<file path="config.mk">
export PLATFORM = sky130hd
export DESIGN_NAME = vnb_fifo
export DESIGN_NICKNAME = d
export VERILOG_FILES = /design/src/rtl/vnb_pkg.sv /design/src/rtl/vnb_fifo.sv
export SDC_FILE = /design/constraint.sdc
export NUM_CORES = 1
export LEC_CHECK = 0
export BUFFER_PORTS_ARGS = -buffer_cell sky130_fd_sc_hd__buf_2
export CORE_MARGIN = 2
export CORE_UTILIZATION = 60
export DETAILED_ROUTE_END_ITERATION = 10
export GPL_TIMING_DRIVEN = 0
export PLACE_DENSITY = 0.94
export REMOVE_ABC_BUFFERS = 1
export SLEW_MARGIN = 10
export SYNTH_ARGS = -nofsm -noshare
export SYNTH_HDL_FRONTEND = slang
export SYNTH_SLANG_ARGS = --single-unit
</file>
<file path="constraint.sdc">
create_clock -name clk -period 23.2 [get_ports clk]
set_input_delay 1.16 -clock clk [delete_from_list [all_inputs] [get_ports clk]]
set_output_delay 1.16 -clock clk [all_outputs]
set_load 0.01 [all_outputs]
</file>
<file path="src/rtl/vnb_pkg.sv">
package vnb_pkg;

	localparam int COORD_WIDTH  = 32;
	localparam int FRAC_BITS    = 30;
	localparam int UNIT_W       = FRAC_BITS + 2;
	localparam int PROD_W       = 2 * COORD_WIDTH;
	localparam int CROSS_W      = 2 * COORD_WIDTH + 1;
	localparam int BPROD_W      = 2 * UNIT_W;
	localparam int BCROSS_W     = 2 * UNIT_W + 1;
	localparam int NORM_W       = (CROSS_W > BCROSS_W) ? CROSS_W : BCROSS_W;
	localparam int SHIFT_STAGES = $clog2(NORM_W);
	localparam int SUM_W        = 2 * UNIT_W + 2;
	localparam int ROOT_W       = UNIT_W + 1;
	localparam int SQ_REM_W     = UNIT_W + 4;
	localparam int DIV_REM_W    = UNIT_W + 2;
	localparam int NORM_LAT     = SHIFT_STAGES + 2 * UNIT_W + 5;
	localparam int BACK_LAT     = 2 * NORM_LAT + 3;
	localparam int FIFO_DEPTH   = 4;
	localparam int FIFO_AW      = $clog2(FIFO_DEPTH);

	typedef logic signed [COORD_WIDTH-1:0] coord_t;
	typedef logic signed [UNIT_W-1:0] unit_t;

	typedef enum logic [1:0] {
		ST_OK            = 2'd0,
		ST_ZERO_VEL      = 2'd1,
		ST_ZERO_NORMAL   = 2'd2,
		ST_ZERO_BINORMAL = 2'd3
	} status_t;

	typedef struct packed {
		coord_t pos_x;
		coord_t pos_y;
		coord_t pos_z;
		coord_t vel_x;
		coord_t vel_y;
		coord_t vel_z;
	} in_item_t;

	typedef struct packed {
		unit_t v_x;
		unit_t v_y;
		unit_t v_z;
		unit_t n_x;
		unit_t n_y;
		unit_t n_z;
		unit_t b_x;
		unit_t b_y;
		unit_t b_z;
		logic [1:0] status;
	} out_item_t;

	typedef logic [2:0][NORM_W-1:0] nvec_t;
	typedef logic [2:0][UNIT_W-1:0] uvec_t;

	typedef struct packed {
		logic [2:0][CROSS_W-1:0] rxv;
		logic [2:0][COORD_WIDTH-1:0] vel;
		logic vzero;
	} mid_item_t;

	typedef struct packed {
		logic full;
		logic empty;
	} fifo_stat_t;

endpackage

</file>
<file path="src/rtl/vnb_fifo.sv">
module vnb_fifo (
	input  logic                clk,
	input  logic                arst_n,
	input  logic                push,
	input  vnb_pkg::mid_item_t  push_data,
	input  logic                pop,
	output vnb_pkg::mid_item_t  pop_data,
	output vnb_pkg::fifo_stat_t stat
);
	import vnb_pkg::*;

	mid_item_t mem_q [0:FIFO_DEPTH-1];
	logic [FIFO_AW-1:0] wp_q, rp_q;
	logic [FIFO_AW:0] cnt_q;

	assign stat.full = (cnt_q == (FIFO_AW+1)'(FIFO_DEPTH));
	assign stat.empty = (cnt_q == '0);
	assign pop_data = mem_q[rp_q];

	always_ff @(posedge clk or negedge arst_n) begin
		if (!arst_n) begin
			wp_q <= '0;
			rp_q <= '0;
			cnt_q <= '0;
		end else begin
			if (push) begin
				wp_q <= wp_q + 1'b1;
			end
			if (pop) begin
				rp_q <= rp_q + 1'b1;
			end
			if (push && !pop) begin
				cnt_q <= cnt_q + 1'b1;
			end else if (pop && !push) begin
				cnt_q <= cnt_q - 1'b1;
			end
		end
	end

	always_ff @(posedge clk) begin
		if (push) begin
			mem_q[wp_q] <= push_data;
		end
	end

endmodule

</file>
# --- Yosys cells after proc, flatten, opt, wreduce, memory -nomap -nowiden ---
# Memories as Yosys holds them, arrays and structs flattened.
# Index checks and enable logic that the tools add are counted.
classes:
  n_eq_ne: 1
  n_addsub: 4
  reduce_logical: 6
  mux: 4
op_table:
  columns: ["operator", "count"]
  rows:
  - ["$mux 3", 2]
  - ["$add 2x1->2 const B", 2]
  - ["$add 3x1->3 const B", 1]
  - ["$eq 3x3->1 const B", 1]
  - ["$logic_not 3->1", 1]
  - ["$sub 3x1->3 const B", 1]
  - ["$logic_and 1x1->1", 2]
  - ["$logic_not 1->1", 2]
  - ["$mux 1", 2]
  - ["$reduce_bool 2->1", 1]
word_totals:
  ramBits: 1168
  in_bits: 296
  reg_bits: 7
  mem_count: 1
memory_table:
  columns: ["name", "words", "word_bits", "rd", "rd_ports_with_merged_regs", "wr", "line", "source"]
  rows:
  - ["mem_q", 4, 292, 1, 0, 1, "vnb_fifo.sv:12", "mid_item_t mem_q [0:FIFO_DEPTH-1];"]

# --- Depth between registers and ports, before layout ---
# Gate-level depths: netlist of run 1.
depth:
  ltp_word: 4
  depth_mapped: 7

# --- Worst setup path after synthesis of run 1 ---
# OpenSTA, ideal clock, no wires.
synth_path:
  path_type: "input-to-reg"
  start: "input port push"
  end: "memory mem_q[1][0] (netlist bit) (enable)"
  required_ns: 22.511
  path_slack_ns: 14.762
  n_path_buf: 0
  setup_ns: 0.689
  stages: 1
  arrival_time_ns: 7.748
  cell_sequence: "and2_1"
synth_between:
  elab_chain_cells: 2
synth_rtl:
  columns: ["item", "line", "source"]
  rows:
  - ["from (decl)", "vnb_fifo.sv:4", "input logic push,"]
  - ["$mux 1", "vnb_fifo.sv:41", "if (push) begin"]
  - ["$mux 1 (implied by the code)", "vnb_fifo.sv:42", "mem_q[wp_q] <= push_data;"]
  - ["to (decl)", "vnb_fifo.sv:12", null]
# Every way passes these cells.

==> results by group, run 1 <==
Status
  • Status: completed

GRT
  • Largest net degree at the start of global routing: 64
  • First-pass GRT wire length: 154 mm
  • Gr ovfl total: 0
  • Total GRT Usage: 29.2%
  • Initial antenna violation count: 25
  • Vias in the first global route: 21900

Power and ir drop
  • Net switching power: 2030 uW
  • Internal: 4640 uW
  • Pwr Total: 6670 uW
  • PD cells: 130 nW/um^2
  • Maximum vdd drop: 0.102 mV
  • Comb power frac: 29.5%
  • Pleak: 0.0178 uW
  • Clock power frac: 26.7%
  • Sw Ratio: 30.5%
  • Seq pwr share: 43.8%

CTS
  • TritonCTS Buffers: 109
  • Clock transition at path regs: 0.07 ns
  • Sink Count: 1175
  • Hold buffers post-CTS: 0
  • Clk root buf: clkbuf_16
  • Clk_lat worst skew: 0.66 ns
  • Clock buffer depth: 3
  • CTS H-tree lvls: 3
  • Cts repair resizes: 0
  • Post-CTS setup buffer count: 0
  • CTS tree: yes

Floorplan
  • Total die area: 73900 um^2
  • Ports: 590
  • Starting Density: 60.5%
  • Die H: 272 um
  • Row count: 98
  • Core Footprint: 71200 um^2
  • Die Wd: 272 um

Logic synthesis
  • Syn Area/Cell: 27.6 um^2
  • Synth top area share: 81.4%
  • Distinct cells, synth: 20
  • Synthesized flop and latch total: 1175
  • Ys Warns: 0
  • Synth area leader: edfxtp_1
  • Post-Synthesis Cells: 1560
  • Synthesized cell area: 43100 um^2
  • Synth top area cells: edfxtp_1, mux4_2, mux4_1
  • Register area share after synthesis: 81.8%

Drt
  • Wire per inst: 32.7 um
  • Final WL: 108 mm
  • Vias: 20900
  • Wire length on met2: 58.2 mm
  • Routed met1 length: 34.1 mm
  • Initial DRT Pass Iterations: 5
  • Drt initial violations: 2441
  • Via/cell ratio: 6.35
  • Antenna Violating Nets Remaining: 0
  • DR WL met3: 9.99 mm
  • Top routing layer used: met5
  • DRC Markers: 0

Final layout
  • Share of layout cells above drive strength 1: 40.6%
  • Commonest cells after routing, fill and taps aside: edfxtp_1, buf_2, mux4_2
  • Synthesis-to-layout area growth: 19.0%
  • Design Area, Final: 51300 um^2
  • Layout Nets: 2532
  • Leading cell type in the layout, fill and taps excluded: edfxtp_1

Timing
  • Final Hold Fails: 0
  • Slew HR: 44.4%
  • Fmax: 218 MHz
  • # setup viols final: 0
  • Slew of the pin with the lowest slew margin: 0.834 ns
  • Final Max Tran Viols: 0
  • Setup TNS: 0 ns
  • Final min period: 4.59 ns
  • Crit share post-route: 19.8%
  • RSZ-0062 raised after global routing: false
  • Layout Skew: 0.0242 ns

Critical path
  • Buf+Inv Stages, Crit Path: 4
  • Crit path largest cell delay: 0.86 ns
  • Critical path launch point type: register
  • Worst path required time: 22.04 ns
  • WS Path Type: register to output port
  • Critical path's top delay family: buffers and inverters
  • Data arrival, critical path: 3.43 ns
  • Crit path cell chain: buf_16 -> buf_16 -> buf_16 -> mux4_1 -> buf_2
  • Slowest stage cell, crit path: dfrtp_4
  • Worst-path fanout max: 43
  • CP endpoint kind: output port
  • Most common cell on crit path: buf_16

Run
  • Max-Cap Viols: 0

Place
  • Port Buffer Count: 589
  • DP Area: 47600 um^2
  • GPL Wtd Cong: 0.787
  • Dpl hpwl: 62.5 mm

Hold path
  • Hold Crit Class: input port to asynchronous set/reset pin
## path summary, 6_finish.rpt
path	startpoint	cells after the start	end	slack [ns]
max	rp_q[0]	5	pop_data[149]	18.61
min	arst_n	1	cnt_q[0]	0.32
max reg2reg	wp_q[1]	6	mem_q[1][8]	20.25
min reg2reg	cnt_q[2]	1	cnt_q[2]	0.52
max in group asynchronous	arst_n	1	rp_q[1]	22.66
min in group clk	cnt_q[2]	1	cnt_q[2]	0.52
## power groups by stage
stage          clock network, uW  logic [uW]  registers, uW
3_5_place_dp                   0        1920           2940
5_1_grt                     1870        2050           2950
4_1_cts                     1800        1970           2930
3_3_place_gp                   0        2050           3350
6_report                    1780        1970           2930
2_1_floorplan                  0        1200           3150
## metrics by stage
stage / cells / hold slack (ns) / util [%] / setup WS, ns
4_1_cts: 3268 / 0.285 / 71.9 / 18.58
6_report: 3294 / 0.324 / 72.0 / 18.61
3_3_place_gp: 3033 / 0.478 / 65.5 / 6.06
5_1_grt: 3283 / 0.303 / 71.9 / 18.48
2_1_floorplan: 1494 / 0.456 / - / 10.96
3_5_place_dp: 3069 / 0.513 / 66.9 / 19.35
## routing by layer
layer,vias to the layer above,track usage [%]
met5,-,0
met4,12,12.9
met3,303,7.61
met2,1378,51.7
met1,10900,33.7
li1,8321,-
## cells in the mapped netlist
master and n:
mux4_1 134, nand2_1 2, nor3b_1 1, xnor2_1 2, mux2_2 1, inv_1 4, dfrtp_1 7, and2_1 4
ha_1 5, nor2_1 1, nor3_1 1, xor2_1 4, mux4_2 158, buf_6 27, buf_2 31, clkbuf_1 5
buf_8 3, fa_1 1, edfxtp_1 1168, o21ai_0 1
## sequential cells by signal, indices dropped and copies added, names as in the netlist
register,cells
wp_q,2
mem_q,1168
rp_q,2
cnt_q,3
## final cells by class
class	instances	area [um^2]
clock buffer	140	2870
multi-input combinational	315	7290
inverter	4	15.0
antenna	26	65.1
clock inverter	59	688
timing repair buffer	625	3890
tap	950	1190
sequential	1175	35300
fill	3691	20000
## cells by family (layout without fill, tap and decap cells)
kind of cell	count (synthesis)	count (layout)	synth area share [%]
other cells	0	26	0
flops	1175	1175	81.8
simple gates	9	9	0.113
mux	293	293	16.5
compound gates	1	1	0.0116
fa+ha+maj	6	6	0.192
xor+xnor	6	6	0.122
buf+inv	70	828	1.25
(Power assumes the default switching activity.)
==> run 2: changes to the inputs <==
--- a/config.mk
+++ b/config.mk
@@ -7,10 +7,10 @@
 export LEC_CHECK = 0
 export BUFFER_PORTS_ARGS = -buffer_cell sky130_fd_sc_hd__buf_2
 export CORE_MARGIN = 2
-export CORE_UTILIZATION = 60
+export CORE_UTILIZATION = 57
 export DETAILED_ROUTE_END_ITERATION = 10
 export GPL_TIMING_DRIVEN = 0
-export PLACE_DENSITY = 0.94
+export PLACE_DENSITY = 0.9
 export REMOVE_ABC_BUFFERS = 1
 export SLEW_MARGIN = 10
 export SYNTH_ARGS = -nofsm -noshare
==> constraint.sdc (replaced) <==
create_clock -name clk -period 4.4 [get_ports clk]
set_input_delay 0.22 -clock clk [delete_from_list [all_inputs] [get_ports clk]]
set_output_delay 0.22 -clock clk [all_outputs]
set_load 0.01 [all_outputs]
==> run 2 against run 1 <==
  * Cell area grew 5.7%
  * Sequential share of layout area decreased by 3.7 points
  * Worst setup slack worse by 18 ns
  * Global-route usage increased by 0.42 points
  * Critical path type unchanged
  * Largest power group unchanged
==> results by group, run 2 (same netlist as run 1, synthesis figures left out) <==
Floorplan
  • Total die area: 77800 um^2
  • Die Wd: 279 um
  • Starting Density: 57.8%
  • Ports: 590
  • Core Footprint: 74600 um^2
  • Row count: 100
  • Die H: 279 um

Timing
  • Final Max Tran Viols: 0
  • # setup viols final: 0
  • Final Hold Fails: 0
  • Final min period: 3.53 ns
  • RSZ-0062 raised after global routing: false
  • Layout Skew: 0.0593 ns
  • Slew of the pin with the lowest slew margin: 0.786 ns
  • Slew HR: 47.6%
  • Hold slack: 0.297 ns
  • Setup TNS: 0 ns
  • Fmax: 284 MHz
  • Crit share post-route: 80.1%

Final layout
  • Share of layout cells above drive strength 1: 36.1%
  • Commonest cells after routing, fill and taps aside: edfxtp_1, buf_2, dlygate4sd3_1
  • Final Core Density: 72.7%
  • Largest Register: mem_q
  • Synthesis-to-layout area growth: 25.8%
  • Layout Nets: 2831
  • Largest register FFs: 1168
  • Design Area, Final: 54200 um^2
  • Non-Filler Instances: 3597
  • Top Registers: mem_q x1168, cnt_q x3
  • Leading cell type in the layout, fill and taps excluded: edfxtp_1

CTS
  • Cts repair resizes: 0
  • CTS H-tree lvls: 3
  • Clk root buf: clkbuf_16
  • CTS tree: yes
  • Clock transition at path regs: 0.07 ns
  • Sink Count: 1175
  • Clock buffer depth: 3
  • Clk_lat worst skew: 0.69 ns
  • TritonCTS Buffers: 112

Run
  • Max-Cap Viols: 0

Critical path
  • Slowest stage cell, crit path: dfrtp_4
  • Buf+Inv Stages, Crit Path: 4
  • Critical path's top delay family: buffers and inverters
  • Crit path largest cell delay: 0.78 ns
  • WS Path Type: register to output port
  • Crit path cell chain: buf_16 -> buf_16 -> buf_12 -> mux4_1 -> buf_2
  • Worst-path fanout max: 40
  • Worst path required time: 4.18 ns
  • Critical path launch point type: register
  • CP endpoint kind: output port
  • Most common cell on crit path: buf_16
  • Data arrival, critical path: 3.31 ns

Place
  • GPL Wtd Cong: 0.748
  • DP Area: 47700 um^2
  • Port Buffer Count: 589
  • Dpl hpwl: 58.6 mm
  • Dpl cells: 3088

Power and ir drop
  • Pleak: 0.0190 uW
  • PD cells: 656 nW/um^2
  • Maximum vdd drop: 0.759 mV

Drt
  • Wire per inst: 31.9 um
  • Via/cell ratio: 6.23
  • Drt initial violations: 2498
  • Vias: 22400
  • Antenna Violating Nets Remaining: 0
  • DRC Markers: 0
  • Initial DRT Pass Iterations: 7
  • Final WL: 115 mm

GRT
  • Initial antenna violation count: 9
  • Largest net degree at the start of global routing: 61
  • First-pass GRT wire length: 165 mm
  • Gr ovfl total: 0
  • Vias in the first global route: 23800
  • Total GRT Usage: 29.6%

Status
  • Status: completed

Hold path
  • Hold Crit Class: input port to register
==> run 2: cell types whose count changed in the layout (fill, tap and decap cells not counted), moves of 3 or more <==
cell,previous run,this run
dlygate4sd3_1,0,296
bufinv_16,12,6
clkinv_1,19,29
clkinv_2,15,18
diode_2,26,9
clkbuf_8,0,4
clkbuf_1,30,20
clkbuf_16,110,113
==> run 2: metal layers <==
metal	global-route usage (%)	wire (um)	vias up	share of wire, %
met2	53.2	61700	1505	54
met5	0	45	-	0.039
met4	12.8	5730	6	5.0
li1	-	-	8912	-
met3	6.41	9490	333	8.3
met1	34.3	37600	11600	33
==> run 2: worst paths after layout <==
kind                                    start      endpoint  slack, ns  depth (start not counted)
worst min-delay path            push_data[66]  mem_q[0][66]       0.30                          2
max in group asynchronous              arst_n       rp_q[0]       3.40                          3
worst max-delay path                  rp_q[0]  pop_data[44]       0.87                          5
worst max register to register        wp_q[1]  mem_q[0][34]       1.80                          6
worst min register to register       cnt_q[2]      cnt_q[2]       0.52                          1
min in group asynchronous              arst_n      cnt_q[0]       0.66                          3
==> run 2: where the power goes <==
part | internal (uW) | switching, uW
clock | 5150 | 4240
combinational | 4690 | 6020
sequential | 14600 | 810
total | 24500 | 11100
==> run 2: layout make-up <==
cell class | instances | area, um^2
flip-flops and latches | 1175 | 35300
clock buffers | 137 | 2960
clock inverters | 67 | 582
multi-input cells | 315 | 7290
diodes | 9 | 22.5
repair buffers | 921 | 6840
fillers | 3845 | 20400
well taps | 969 | 1210
inverters | 4 | 15.0
==> run 2: timing repair <==
action,in CTS,in global routing
endpoints found under the setup margin,0,0
buffers inserted,0,0
endpoints found under the hold margin,1179,0
hold buffers,296,0
==> run 2: metrics by stage <==
step	worst slack [ns]	total power, uW
after global placement	-12.02	21200
after global routing	0.702	36500
final	0.874	35500
after floorplan	-6.90	20800
after detailed placement	1.61	25500
after CTS	0.844	35100
